### src/rtl/r2y_pkg.sv
package r2y_pkg;

  localparam int MaxDimension = 4096;
  localparam int DimW = $clog2(MaxDimension);
  localparam int SizeW = DimW + 1;
  localparam int CfgW = 13;
  localparam int AddrW = 3;
  localparam int DataW = 32;
  localparam int PixW = 8;
  localparam int SumW = 20;
  localparam int QShift = 10;

  localparam logic [CfgW-1:0] WidthReset = CfgW'(640);
  localparam logic [CfgW-1:0] HeightReset = CfgW'(480);
  localparam int MinDimension = 2;

  localparam int LumaOffset = 16;
  localparam int ChromaOffset = 128;
  localparam int PixMax = 255;

  localparam int CoefYR = 263;
  localparam int CoefYG = 516;
  localparam int CoefYB = 100;
  localparam int CoefUR = -152;
  localparam int CoefUG = -298;
  localparam int CoefUB = 450;
  localparam int CoefVR = 450;
  localparam int CoefVG = -377;
  localparam int CoefVB = -73;

  typedef enum logic {
    RegFrameWidth  = 1'b0,
    RegFrameHeight = 1'b1
  } reg_index_e;

  typedef struct packed {
    logic [SizeW-1:0] width;
    logic [SizeW-1:0] height;
  } frame_size_t;

  typedef struct packed {
    logic chroma;
    logic last;
  } pos_flags_t;

  typedef logic signed [SumW-1:0] sum_t;

  function automatic sum_t weigh(input logic [PixW-1:0] r, input logic [PixW-1:0] g,
                                 input logic [PixW-1:0] b, input int cr, input int cg,
                                 input int cb);
    sum_t sr;
    sum_t sg;
    sum_t sb;
    sr = $signed({{(SumW-PixW){1'b0}}, r}) * SumW'(cr);
    sg = $signed({{(SumW-PixW){1'b0}}, g}) * SumW'(cg);
    sb = $signed({{(SumW-PixW){1'b0}}, b}) * SumW'(cb);
    return sr + sg + sb;
  endfunction

  function automatic logic [PixW-1:0] finish(input sum_t sum, input int offset);
    sum_t biased;
    sum_t q;
    sum_t v;
    biased = sum[SumW-1] ? sum + sum_t'((1 << QShift) - 1) : sum;
    q = biased >>> QShift;
    v = q + sum_t'(offset);
    if (v < 0) begin
      return '0;
    end else if (v > sum_t'(PixMax)) begin
      return PixW'(PixMax);
    end
    return v[PixW-1:0];
  endfunction

endpackage

### src/rtl/r2y_cfg.sv
module r2y_cfg (
  input  logic                        clk_i,
  input  logic                        rst_ni,
  input  logic                        psel,
  input  logic                        penable,
  input  logic                        pwrite,
  input  logic [r2y_pkg::AddrW-1:0]   paddr,
  input  logic [r2y_pkg::DataW-1:0]   pwdata,
  output logic [r2y_pkg::DataW-1:0]   prdata,
  output logic                        pready,
  output r2y_pkg::frame_size_t        size_o
);
  import r2y_pkg::*;

  logic [CfgW-1:0] width_q, width_d;
  logic [CfgW-1:0] height_q, height_d;
  reg_index_e      index;
  logic            wr_en;

  assign pready = 1'b1;
  assign index = reg_index_e'(paddr[2]);
  assign wr_en = psel && penable && pwrite && pready;

  always_comb begin
    width_d = width_q;
    height_d = height_q;
    prdata = '0;
    unique case (index)
      RegFrameWidth: begin
        prdata = DataW'(width_q);
        if (wr_en) width_d = pwdata[CfgW-1:0];
      end
      RegFrameHeight: begin
        prdata = DataW'(height_q);
        if (wr_en) height_d = pwdata[CfgW-1:0];
      end
      default: ;
    endcase
  end

  always_ff @(posedge clk_i or negedge rst_ni) begin
    if (!rst_ni) begin
      width_q <= WidthReset;
      height_q <= HeightReset;
    end else begin
      width_q <= width_d;
      height_q <= height_d;
    end
  end

  // clamp the programmed size into the supported range
  function automatic logic [SizeW-1:0] limit(input logic [CfgW-1:0] v);
    if (int'(v) < MinDimension) begin
      return SizeW'(MinDimension);
    end else if (int'(v) > MaxDimension) begin
      return SizeW'(MaxDimension);
    end
    return SizeW'(v);
  endfunction

  assign size_o.width = limit(width_q);
  assign size_o.height = limit(height_q);

endmodule

### src/rtl/r2y_pos.sv
module r2y_pos (
  input  logic                  clk_i,
  input  logic                  rst_ni,
  input  r2y_pkg::frame_size_t  size_i,
  input  logic                  advance_i,
  output r2y_pkg::pos_flags_t   flags_o
);
  import r2y_pkg::*;

  logic [DimW-1:0] col_q, col_d;
  logic [DimW-1:0] row_q, row_d;
  logic            row_end;

  assign row_end = ({1'b0, col_q} + SizeW'(1)) >= size_i.width;
  assign flags_o.chroma = !col_q[0] && !row_q[0];
  assign flags_o.last = row_end && (({1'b0, row_q} + SizeW'(1)) >= size_i.height);

  always_comb begin
    col_d = col_q;
    row_d = row_q;
    if (advance_i) begin
      if (row_end) begin
        col_d = '0;
        row_d = flags_o.last ? '0 : row_q + DimW'(1);
      end else begin
        col_d = col_q + DimW'(1);
      end
    end
  end

  always_ff @(posedge clk_i or negedge rst_ni) begin
    if (!rst_ni) begin
      col_q <= '0;
      row_q <= '0;
    end else begin
      col_q <= col_d;
      row_q <= row_d;
    end
  end

endmodule

### src/rtl/r2y_pipe.sv
module r2y_pipe (
  input  logic                       clk_i,
  input  logic                       rst_ni,
  input  logic                       in_valid_i,
  output logic                       in_stall_o,
  output logic                       accept_o,
  input  r2y_pkg::pos_flags_t        flags_i,
  input  logic [r2y_pkg::PixW-1:0]   red_i,
  input  logic [r2y_pkg::PixW-1:0]   green_i,
  input  logic [r2y_pkg::PixW-1:0]   blue_i,
  output logic                       out_valid_o,
  input  logic                       out_stall_i,
  output logic [r2y_pkg::PixW-1:0]   luma_o,
  output logic                       chroma_valid_o,
  output logic [r2y_pkg::PixW-1:0]   chroma_blue_o,
  output logic [r2y_pkg::PixW-1:0]   chroma_red_o,
  output logic                       frame_end_o
);
  import r2y_pkg::*;

  // input stage
  logic            s1_valid_q, s1_valid_d;
  logic [PixW-1:0] r_q, g_q, b_q;
  pos_flags_t      flags_q;

  // result stage
  logic            out_valid_q, out_valid_d;
  logic [PixW-1:0] luma_q, luma_d;
  logic [PixW-1:0] cb_q, cb_d;
  logic [PixW-1:0] cr_q, cr_d;
  logic            chroma_q;
  logic            last_q;

  logic s2_ready;
  logic s1_ready;
  logic s2_load;

  assign s2_ready = !out_valid_q || !out_stall_i;
  assign s1_ready = !s1_valid_q || s2_ready;
  assign s2_load = s1_valid_q && s2_ready;
  assign accept_o = in_valid_i && s1_ready;
  assign in_stall_o = !s1_ready;

  assign s1_valid_d = accept_o ? 1'b1 : (s2_ready ? 1'b0 : s1_valid_q);
  assign out_valid_d = s2_ready ? s1_valid_q : out_valid_q;

  always_comb begin
    luma_d = finish(weigh(r_q, g_q, b_q, CoefYR, CoefYG, CoefYB), LumaOffset);
    cb_d = '0;
    cr_d = '0;
    if (flags_q.chroma) begin
      cb_d = finish(weigh(r_q, g_q, b_q, CoefUR, CoefUG, CoefUB), ChromaOffset);
      cr_d = finish(weigh(r_q, g_q, b_q, CoefVR, CoefVG, CoefVB), ChromaOffset);
    end
  end

  always_ff @(posedge clk_i or negedge rst_ni) begin
    if (!rst_ni) begin
      s1_valid_q <= 1'b0;
      out_valid_q <= 1'b0;
    end else begin
      s1_valid_q <= s1_valid_d;
      out_valid_q <= out_valid_d;
    end
  end

  always_ff @(posedge clk_i) begin
    if (accept_o) begin
      r_q <= red_i;
      g_q <= green_i;
      b_q <= blue_i;
      flags_q <= flags_i;
    end
    if (s2_load) begin
      luma_q <= luma_d;
      cb_q <= cb_d;
      cr_q <= cr_d;
      chroma_q <= flags_q.chroma;
      last_q <= flags_q.last;
    end
  end

  assign out_valid_o = out_valid_q;
  assign luma_o = luma_q;
  assign chroma_valid_o = chroma_q;
  assign chroma_blue_o = cb_q;
  assign chroma_red_o = cr_q;
  assign frame_end_o = last_q;

endmodule

### src/rtl/rgb_to_yuv420_converter.sv
// Converts a raster-order RGB pixel stream to BT.601 studio-range YCbCr 4:2:0.
// One word in is one pixel; one word out carries its luma, and on even rows and
// even columns also Cb and Cr (chroma_valid high; otherwise both read as zero).
// frame_end marks the last pixel of the frame set by frame_width (address 0)
// and frame_height (address 4); sizes below 2 act as 2 and above 4096 as 4096.
// Size writes never reset the position counters, so program them between frames.
// Throughput is one pixel per clock while out_stall_i is low; an accepted pixel sits
// in the input register and shows on the outputs with out_valid_o once it moves on
// into the result register.
module rgb_to_yuv420_converter (
  input  logic                        clk_i,
  input  logic                        rst_ni,
  input  logic                        psel,
  input  logic                        penable,
  input  logic                        pwrite,
  input  logic [r2y_pkg::AddrW-1:0]   paddr,
  input  logic [r2y_pkg::DataW-1:0]   pwdata,
  output logic [r2y_pkg::DataW-1:0]   prdata,
  output logic                        pready,
  input  logic                        in_valid_i,
  output logic                        in_stall_o,
  input  logic [r2y_pkg::PixW-1:0]    red_i,
  input  logic [r2y_pkg::PixW-1:0]    green_i,
  input  logic [r2y_pkg::PixW-1:0]    blue_i,
  output logic                        out_valid_o,
  input  logic                        out_stall_i,
  output logic [r2y_pkg::PixW-1:0]    luma_o,
  output logic                        chroma_valid_o,
  output logic [r2y_pkg::PixW-1:0]    chroma_blue_o,
  output logic [r2y_pkg::PixW-1:0]    chroma_red_o,
  output logic                        frame_end_o
);
  import r2y_pkg::*;

  frame_size_t size;
  pos_flags_t  flags;
  logic        accept;

  r2y_cfg u_cfg (
    .clk_i   (clk_i),
    .rst_ni  (rst_ni),
    .psel    (psel),
    .penable (penable),
    .pwrite  (pwrite),
    .paddr   (paddr),
    .pwdata  (pwdata),
    .prdata  (prdata),
    .pready  (pready),
    .size_o  (size)
  );

  r2y_pos u_pos (
    .clk_i     (clk_i),
    .rst_ni    (rst_ni),
    .size_i    (size),
    .advance_i (accept),
    .flags_o   (flags)
  );

  r2y_pipe u_pipe (
    .clk_i          (clk_i),
    .rst_ni         (rst_ni),
    .in_valid_i     (in_valid_i),
    .in_stall_o     (in_stall_o),
    .accept_o       (accept),
    .flags_i        (flags),
    .red_i          (red_i),
    .green_i        (green_i),
    .blue_i         (blue_i),
    .out_valid_o    (out_valid_o),
    .out_stall_i    (out_stall_i),
    .luma_o         (luma_o),
    .chroma_valid_o (chroma_valid_o),
    .chroma_blue_o  (chroma_blue_o),
    .chroma_red_o   (chroma_red_o),
    .frame_end_o    (frame_end_o)
  );

endmodule

### config.mk
export PLATFORM = sky130hd
export DESIGN_NAME = rgb_to_yuv420_converter
export DESIGN_NICKNAME = d
export VERILOG_FILES = /design/src/rtl/r2y_pkg.sv /design/src/rtl/r2y_cfg.sv /design/src/rtl/r2y_pos.sv /design/src/rtl/r2y_pipe.sv /design/src/rtl/rgb_to_yuv420_converter.sv
export SDC_FILE = /design/constraint.sdc
export NUM_CORES = 1
export LEC_CHECK = 0
export ABC_CLOCK_PERIOD_IN_PS = 19250
export BUFFER_PORTS_ARGS = -buffer_cell sky130_fd_sc_hd__buf_4
export CORE_AREA = 2 2 172 174
export DETAILED_ROUTE_END_ITERATION = 7
export DIE_AREA = 0 0 174 176
export PLACE_DENSITY = 0.84
export SKIP_CTS_REPAIR_TIMING = 1
export SLEW_MARGIN = 40
export SYNTH_ARGS = -nofsm -noshare
export SYNTH_HDL_FRONTEND = slang
export SYNTH_HIERARCHICAL = 1
export SYNTH_SLANG_ARGS = --single-unit
### constraint.sdc
create_clock -name clk_i -period 19.25 [get_ports clk_i]
set_input_delay 1.925 -clock clk_i [delete_from_list [all_inputs] [get_ports clk_i]]
set_output_delay 1.925 -clock clk_i [all_outputs]
set_load 0.01 [all_outputs]
# --- Word-level counts from Yosys, hierarchy flattened ---
# Cells that the tools add are included.
totals:
  regBits: 104
  in_bits: 66
  output_inout_bits: 61
  elab_cells: 107
op_classes:
  addsub: 16
  n_mul: 9
  magnitude_cmp: 12
  n_mux: 35
  bitwise_logic: 1
  reduce_logical: 18
ops:
  columns: ["operator", "n"]
  rows:
  - ["20-bit adder", 6]
  - ["13-bit 2-to-1 mux", 6]
  - ["8-bit 2-to-1 mux", 9]
  - ["32-bit one-hot mux with 2 select lines", 1]
  - ["20-bit by 11-bit adder with 20-bit output (second input constant)", 3]
  - ["20-bit 2-to-1 mux", 3]
  - ["8-bit by 8-bit multiplier with 16-bit output (second input constant)", 3]
  - ["11-bit by 9-bit > comparator with 1-bit output (second input constant)", 3]
  - ["11-bit by 1-bit < comparator with 1-bit output (second input constant)", 3]
  - ["12-bit by 1-bit adder with 13-bit output (second input constant)", 2]
  - ["13-bit >= comparator", 2]
  - ["13-bit > comparator (second input constant)", 2]
  - ["13-bit by 2-bit < comparator with 1-bit output (second input constant)", 2]
  - ["12-bit by 1-bit adder with 12-bit output (second input constant)", 2]
  - ["12-bit 2-to-1 mux", 2]
  - ["10-bit by 9-bit adder with 11-bit output (second input constant)", 2]
  - ["9-bit by 10-bit multiplier with 19-bit output (second input constant)", 1]
  - ["9-bit by 9-bit multiplier with 18-bit output (second input constant)", 1]
  - ["8-bit by 9-bit multiplier with 17-bit output (second input constant)", 1]
  - ["9-bit by 8-bit multiplier with 17-bit output (second input constant)", 1]
  - ["9-bit by 6-bit multiplier with 15-bit output (second input constant)", 1]
  - ["1-bit 2-to-1 mux", 14]
  - ["8-bit by 5-bit multiplier with 13-bit output (second input constant)", 1]
  - ["10-bit by 6-bit adder with 11-bit output (second input constant)", 1]
  - ["6 further kinds", 19]

# --- Logic depth before layout (Yosys ltp) ---
# Gate-level depths: netlist of the first run.
depth:
  ltp_word: 11
  ltp_mapped: 37

# --- Cells and area by module ---
# Netlist of the first run, hierarchy kept.
by_module_without_submodules:
  columns: ["module", "instances", "cells_per_inst", "area_each_um2"]
  rows:
  - ["r2y_pipe", 1, 1492, 14731.6]
  - ["r2y_pos", 1, 248, 2087.0]
  - ["r2y_cfg", 1, 132, 1581.5]

# --- Worst setup path after synthesis of the first run ---
# No wires, ideal clock.
synth_path:
  path_type: "register to register"
  start: "register u_pipe.r_q[1]"
  end: "register u_pipe.cr_q[0], in the netlist u_pipe/chroma_red_o[0] (data pin)"
  t_arrival_ps: 7608
  t_required_ps: 18979
  setup_slack_ps: 11371
  path_stages_with_launch: 31
  path_buffers: 1
  period_less_slack_ps: 7879
  path_cell_list: "edfxtp_1 > inv_1 > fa_1 > inv_1 > ha_1 > ha_1 > ha_1 > inv_1 > fa_1 > inv_1 > fa_1 > ha_1 > inv_1 > fa_1 > fa_1 > fa_1 > inv_1 > ha_1 > clkbuf_2 > nand2_1 > o32ai_2 > o41ai_2 > a21oi_1 > or3_1 > and4bb_4 > and2_4 > nand2_1 > xnor2_1 > ha_1 > xor2_2 > a31oi_1"
synth_between:
  elab_chain_len: 11
  elab_cells_between_ends: 13
  classes_between: "4 x add/sub; 1 x mul; 2 x order compare; 6 x mux"
synth_lines:
  columns: ["item", "line_no", "rtl"]
  rows:
  - ["start, declared", "r2y_pipe.sv:23", "logic [PixW-1:0] r_q, g_q, b_q;"]
  - ["start signal, assigned", "r2y_pipe.sv:69", "r_q <= red_i;"]
  - ["8-bit by 8-bit multiplier with 16-bit output (*)", "r2y_pkg.sv:54", "sr = $signed({{(SumW-PixW){1'b0}}, r}) * SumW'(cr);"]
  - ["20-bit adder (*) (2 in series)", "r2y_pkg.sv:57", "return sr + sg + sb;"]
  - ["20-bit by 11-bit adder with 20-bit output", "r2y_pkg.sv:64", "biased = sum[SumW-1] ? sum + sum_t'((1 << QShift) - 1) : sum;"]
  - ["20-bit 2-to-1 mux (*)", "r2y_pkg.sv:64", null]
  - ["10-bit by 9-bit adder with 11-bit output (*)", "r2y_pkg.sv:66", "v = q + sum_t'(offset);"]
  - ["11-bit by 9-bit > comparator with 1-bit output", "r2y_pkg.sv:69", "end else if (v > sum_t'(PixMax)) begin"]
  - ["1-bit 2-to-1 mux", "r2y_pkg.sv:69", null]
  - ["1-bit 2-to-1 mux", "r2y_pkg.sv:67", "if (v < 0) begin"]
  - ["1-bit 2-to-1 mux", "r2y_pipe.sv:51", "if (flags_q.chroma) begin"]
  - ["8-bit 2-to-1 mux (*)", "r2y_pkg.sv:72", "return v[PixW-1:0];"]
  - ["end signal, assigned", "r2y_pipe.sv:77", "cr_q <= cr_d;"]
  - ["end, declared", "r2y_pipe.sv:30", "logic [PixW-1:0] cr_q, cr_d;"]
# Mark *: on every way between the ends. The rest lies on a longest branch, timed or not. The select of a mux whose other input is x is not followed.
# A chain may end at the register's enable or synchronous reset.

# --- Worst setup path in the final report of the first run ---
layout_path:
  start: "register u_pipe.r_q[1]"
  end: "register u_pipe.cr_q[6], in the netlist u_pipe/chroma_red_o[6] (data pin)"
# The elaborated chain is that of the path after synthesis.

==> reports/qor.yml, run 1 <==
logic_synthesis:
  syn_avg_cell_area_sq_um: 9.83
  synth-seq-cells: 104
  synthMuxAreaShare_pct: 2.82
  synth.most_common_cell: "ha_1"
  async_flop_share_pct: 50.0
  ys_top_cells_by_count: "400 x ha_1, 385 x inv_1, 170 x fa_1"
  synth_seq_area_share_pct: 15.6
  synth-simple-area-share_pct: 9.29
  synth_xor_area_share_pct: 6.16
  synthCells: 1872
  synth_area_leaders: "ha_1 27%, fa_1 18%, edfxtp_1 8.5%, inv_1 7.9%, dfrtp_1 6.3%"
  synth.top_cell.area_share_pct: 27.2
  synth_adder_area_share_pct: 45.7
  synth_top_family_by_area: "adder cells"
  synth.distinct_cells: 108
  synth_compound_gate_area_share_pct: 11.1
  netlist_area_sq_um: 18400
  yosys_most_used_dff: "edfxtp_1"
  synth_edf_count: 52
  synth-warning-count: 6
  yosys.area.top_type: "ha_1"
layout:
  nNetsFinal: 2584
  areaGrowthSynthToFinish_pct: 7.05
  fin_cells: 2337
  drive_gt1_share_pct: 10.5
  diodes: 0
sta:
  setup_tns_ns: 0
  slew_violations: 0
  rsz0062_at_grt: "false"
  hold_violations: 0
  slew_headroom_pct: 46.0
  post-route-min-period_ns: 9.11
  worstMarginPinSlew_ns: 0.810
  setup_viol: 0
  fmax_ghz: 0.110
  fin_crit_sh_pct: 47.3
  fin_worst_skew_ns: 0.0150
floorplan:
  dieArea_sq_um: 30600
  core-area_sq_um: 28500
  initial_core_util_pct: 64.5
  fp.dieW_um: 174
  fp-row-count: 62
  pin_count: 127
  die_h_um: 176
global_route:
  grt-ovfl-total: 0
  grt_pass1_vias: 14238
  antenna_found_initial: 0
  grt_max_degree: 53
  grtUsageTotal_pct: 28.4
  grt_pass1_wl_um: 68900
min_path:
  min_path_type: "reg -> reg"
cts:
  cts_buffer_depth: 2
  path_clk_slew_ns: 0.08
  cts_tree: "built"
  clockRootBuffer: "clkbuf_16"
  htree_levels: 3
  clk_latency_ns: 0.38
  clkSinkCount: 104
  cts_made_buffers: 9
place:
  port-buffer-count: 85
  dpl.cell_count: 2321
  place_congestion: 0.973
  hpwlAfterDp_um: 34500
run:
  maxCapViolations: 0
route:
  avgRoutedWirePerCell_um: 17.8
  drtIter0Drc: 611
  vias: 13329
  first_pass_iters: 7
  drc: 0
  totalWireLength_um: 41600
  ant_nets: 0
  vias_per_cell: 5.70
setup_path:
  worstPathArrival_ns: 9.22
  cp.required_ns: 19.36
  crit_fanout: 10
  critPathBufInv: 6
  critPathTopFamily: "adder cells"
  worstSetupEndpointType: "flop"
  crit_type: "reg -> reg"
  slowest_delay_ns: 0.65
  cp_slowest_cell: "edfxtp_1"
  reg2reg_slack_ns: 10.14
  setup.worst_path.start_class: "flop"
status:
  status: "completed"
[flip-flops by register name, summed over array words and instances, names as in the netlist, 2 cells and up]
signal and count:
u_pipe/luma_o 8, u_pipe/chroma_blue_o 8, u_cfg/width_q 13, u_pipe/r_q 8
u_pipe/flags_q 2, u_pipe/b_q 8, u_cfg/height_q 13, u_pos/col_q 12
u_pos/row_q 12, u_pipe/g_q 8, u_pipe/chroma_red_o 8
[final timing paths]
kind / startpoint / endpoint / cells past startpoint
min in group asynchronous: rst_ni / u_pos/row_q[11] / 1
max: u_pipe/r_q[1] / u_pipe/chroma_red_o[6] / 29
min: u_pipe/flags_q[0] / u_pipe/frame_end_o / 0
min reg2reg: u_pipe/flags_q[0] / u_pipe/frame_end_o / 0
max reg2reg: u_pipe/r_q[1] / u_pipe/chroma_red_o[6] / 29
max in group asynchronous: rst_ni / u_pos/col_q[3] / 1
[placed cells by master (no fill, tap or decap), types with 4 or more instances in the layout]
master	count
a211oi_1	14
a21boi_1	4
a21o_1	26
a21oi_1	73
a22o_1	4
a31oi_1	16
and2_1	7
and3_1	10
buf_4	87
clkbuf_16	9
conb_1	20
dfrtp_1	46
dfstp_2	6
edfxtp_1	52
fa_1	170
ha_1	400
inv_1	385
mux2_2	30
mux2_4	10
nand2_1	63
nand2b_1	20
nand3_1	34
nand4_1	10
nor2_1	61
nor2b_1	33
nor3_1	17
nor3b_1	6
nor4_1	6
o21a_1	12
o21ai_0	52
o21ai_1	4
o21ai_2	7
o21bai_1	19
o31ai_1	11
or3_1	4
xnor2_1	84
xor2_1	38
[cell type report]
class | count | area (sq um)
multi-input cells | 1359 | 13900
inverters | 386 | 1450
clock inverters | 7 | 88.8
flip-flops and latches | 104 | 2870
clock buffers | 9 | 225
well taps | 384 | 480
fillers | 2144 | 8850
repair buffers | 88 | 681
[per-layer routing]
metal | GRT usage [%] | vias to the layer above | routed length, um
li1 | - | 6385 | -
met1 | 33.7 | 6501 | 17000
met2 | 51.2 | 352 | 20900
met3 | 4.09 | 91 | 2030
met4 | 12.4 | 0 | 1730
met5 | 0 | - | 0
[kinds of logic (layout without fill, tap and decap cells)]
family                     count (synthesis)  count (layout)
AOI/OAI and AO/OA                        293             293
xor gates and xnor gates                 126             126
adders and majority gates                570             570
buffers and inverters                    427             490
DFF                                      104             104
muxes                                     43              43
other                                      2              20
and+or+nand+nor                          307             307
[per-stage QoR]
| stage | hold WS [ns] | setup slack [ns] | area (sq um) | utilization (%) |
|---|---|---|---|---|
| finish | 0.434 | 10.14 | 19700 | 69.0 |
| global route | 0.443 | 9.73 | 19700 | 69.0 |
| CTS | 0.441 | 10.24 | 19700 | 69.0 |
| detailed placement | 0.423 | 10.33 | 19400 | 67.9 |
| global placement | 0.419 | 10.55 | 19300 | 67.8 |
| floorplan | 0.400 | 11.37 | 18500 | - |
Power of run 1 is left out: the tool's default activity adds up to more than one toggle a clock period on the data nets, which glitch-free logic cannot reach.
==> run 2: changes to the inputs <==
--- a/config.mk
+++ b/config.mk
@@ -5,12 +5,12 @@
 export SDC_FILE = /design/constraint.sdc
 export NUM_CORES = 1
 export LEC_CHECK = 0
-export ABC_CLOCK_PERIOD_IN_PS = 19250
+export ABC_CLOCK_PERIOD_IN_PS = 7700
 export BUFFER_PORTS_ARGS = -buffer_cell sky130_fd_sc_hd__buf_4
-export CORE_AREA = 2 2 172 174
+export CORE_AREA = 2 2 182 184
 export DETAILED_ROUTE_END_ITERATION = 7
-export DIE_AREA = 0 0 174 176
-export PLACE_DENSITY = 0.84
+export DIE_AREA = 0 0 184 186
+export PLACE_DENSITY = 0.79
 export SKIP_CTS_REPAIR_TIMING = 1
 export SLEW_MARGIN = 40
 export SYNTH_ARGS = -nofsm -noshare
==> constraint.sdc (replaced) <==
create_clock -name clk_i -period 7.7 [get_ports clk_i]
set_input_delay 0.77 -clock clk_i [delete_from_list [all_inputs] [get_ports clk_i]]
set_output_delay 0.77 -clock clk_i [all_outputs]
set_load 0.01 [all_outputs]
==> reports/qor.yml, run 2 (synthesized netlist as in run 1, its figures left out) <==
route:
  vias_per_cell: 5.53  # -3.0%
  avgRoutedWirePerCell_um: 17.4  # -2.5%
  first_pass_iters: 5  # -2
  drc: 0  # unchanged
  vias: 13423  # +0.71%
  ant_nets: 0  # unchanged
  drtIter0Drc: 581  # -4.9%
  totalWireLength_um: 42100  # +1.2%
layout:
  areaGrowthSynthToFinish_pct: 11.2
  diodes: 0  # unchanged
  fin_cells: 2427  # +3.9%
  most-common-layout-cells: "387 x ha_1, 374 x inv_1, 170 x fa_1"
  largest_registers: "u_cfg/height_q (13), u_cfg/width_q (13)"
  nFillCells: 2519  # +17%
  drive_gt1_share_pct: 15.3  # +4.8 points
  nNetsFinal: 2650  # +2.6%
  final_common_cell: "ha_1"
global_route:
  antenna_found_initial: 0  # unchanged
  grt-ovfl-total: 0  # unchanged
  grt_pass1_wl_um: 68700  # -0.29%
  grtUsageTotal_pct: 25.7  # -2.7 points
  grt_pass1_vias: 13920  # -2.2%
  grt_max_degree: 53  # unchanged
cts:
  cts_made_buffers: 9  # unchanged
  clockRootBuffer: "clkbuf_16"
  path_clk_slew_ns: 0.08  # about the same
  clkSinkCount: 104  # unchanged
  cts_buffer_depth: 2  # unchanged
  clk_latency_ns: 0.39  # about the same
  cts_tree: "built"
  htree_levels: 3  # unchanged
sta:
  fin_crit_sh_pct: 99.2  # +52 points
  slew_headroom_pct: 53.1  # +7.1 points
  worstMarginPinSlew_ns: 0.696  # -0.114 ns
  setup_tns_ns: 0  # unchanged
  post-route-min-period_ns: 7.64  # -1.47 ns
  rsz0062_at_grt: "true"
  slew_violations: 0  # unchanged
  fmax_ghz: 0.131  # +19%
  setup_viol: 0  # unchanged
  fin_worst_skew_ns: 0.0112  # -0.00378 ns
  holdWs_ns: 0.405  # -0.0292 ns
  hold_violations: 0  # unchanged
run:
  maxCapViolations: 0  # unchanged
setup_path:
  slowest_delay_ns: 0.55  # -0.10 ns
  cp_slowest_cell: "fa_1"
  r2r-start: "u_pipe/r_q[2]"
  cp_common_cell: "ha_4"
  critPathBufInv: 5  # -1
  reg2reg_slack_ns: 0.06  # -10.08 ns
  worstSetupEndpointType: "flop"
  crit_type: "reg -> reg"
  setup.worst_path.start_class: "flop"
  worstPathArrival_ns: 7.76  # -1.46 ns
  critPathTopFamily: "adder cells"
  cp.required_ns: 7.82  # -11.54 ns
  r2r_cells: 29  # unchanged
  r2r_end: "u_pipe/chroma_red_o[2]"
  crit_fanout: 8  # -2
place:
  dpl.cell_count: 2400  # +3.4%
  hpwlAfterDp_um: 35300  # +2.4%
  port-buffer-count: 85  # unchanged
  place_congestion: 0.972  # about the same
floorplan:
  fp-row-count: 66  # +6.5%
  pin_count: 127  # unchanged
  core-area_sq_um: 32200  # +13%
  die_h_um: 186  # +5.7%
  dieArea_sq_um: 34200  # +12%
  initial_core_util_pct: 57.1  # -7.3 points
  fp.dieW_um: 184  # +5.7%
min_path:
  min_path_type: "in -> async"
status:
  status: "completed"
[run 2: cell count changes in the layout (fill, tap and decap cells not counted), sizes merged]
cell	before	now
buf	88	154
clkinv	2	3
inv	391	390
[run 2: layout make-up]
class	count	area, sq um	share of cell area, %
clock buffers	9	225	1.10
clock inverters	7	93.8	0.458
inverters	386	1450	7.08
multi-input cells	1359	14100	69.1
flip-flops and latches	104	2870	14.0
well taps	408	510	2.49
repair buffers	154	1180	5.78
[run 2: worst register-to-register path: cells and delay by family, from the launching register on]
kind	cells	cell delay (ns)
fa+ha+maj	13	4.52
compound gates	5	0.94
simple gates	4	0.82
flops	1	0.43
xor+xnor	2	0.39
buf+inv	5	0.32
[run 2: how the worst max path moves through the flow]
stage                             start                endpoint  depth (start not counted)
after floorplan           u_pipe/r_q[0]  u_pipe/chroma_red_o[1]                         28
after global placement    u_pipe/r_q[1]  u_pipe/chroma_red_o[7]                         30
after detailed placement  u_pipe/r_q[1]  u_pipe/chroma_red_o[3]                         30
after CTS                 u_pipe/r_q[1]  u_pipe/chroma_red_o[3]                         30
after global routing      u_pipe/r_q[4]  u_pipe/chroma_red_o[0]                         31
final                     u_pipe/r_q[2]  u_pipe/chroma_red_o[2]                         29
[run 2: per-stage QoR]
stage / setup slack [ns] / util [%] / cell area [sq um]
after floorplan: 0.0488 / - / 18500
after global placement: -0.0961 / 61.5 / 19800
after detailed placement: -0.193 / 61.6 / 19800
after CTS: -0.253 / 62.6 / 20200
after global routing: -0.253 / 63.6 / 20500
final: 0.0598 / 63.6 / 20500
[run 2: metal layers]
layer	share of wire [%]	vias up	wire, um	GRT usage [%]
met5	0	-	0	0
met4	4.0	0	1680	11.0
met3	4.5	75	1890	4.15
met2	50	266	20900	46.1
met1	42	6555	17600	30.5
li1	-	6527	-	-
Power of run 2 is left out for the same reason.
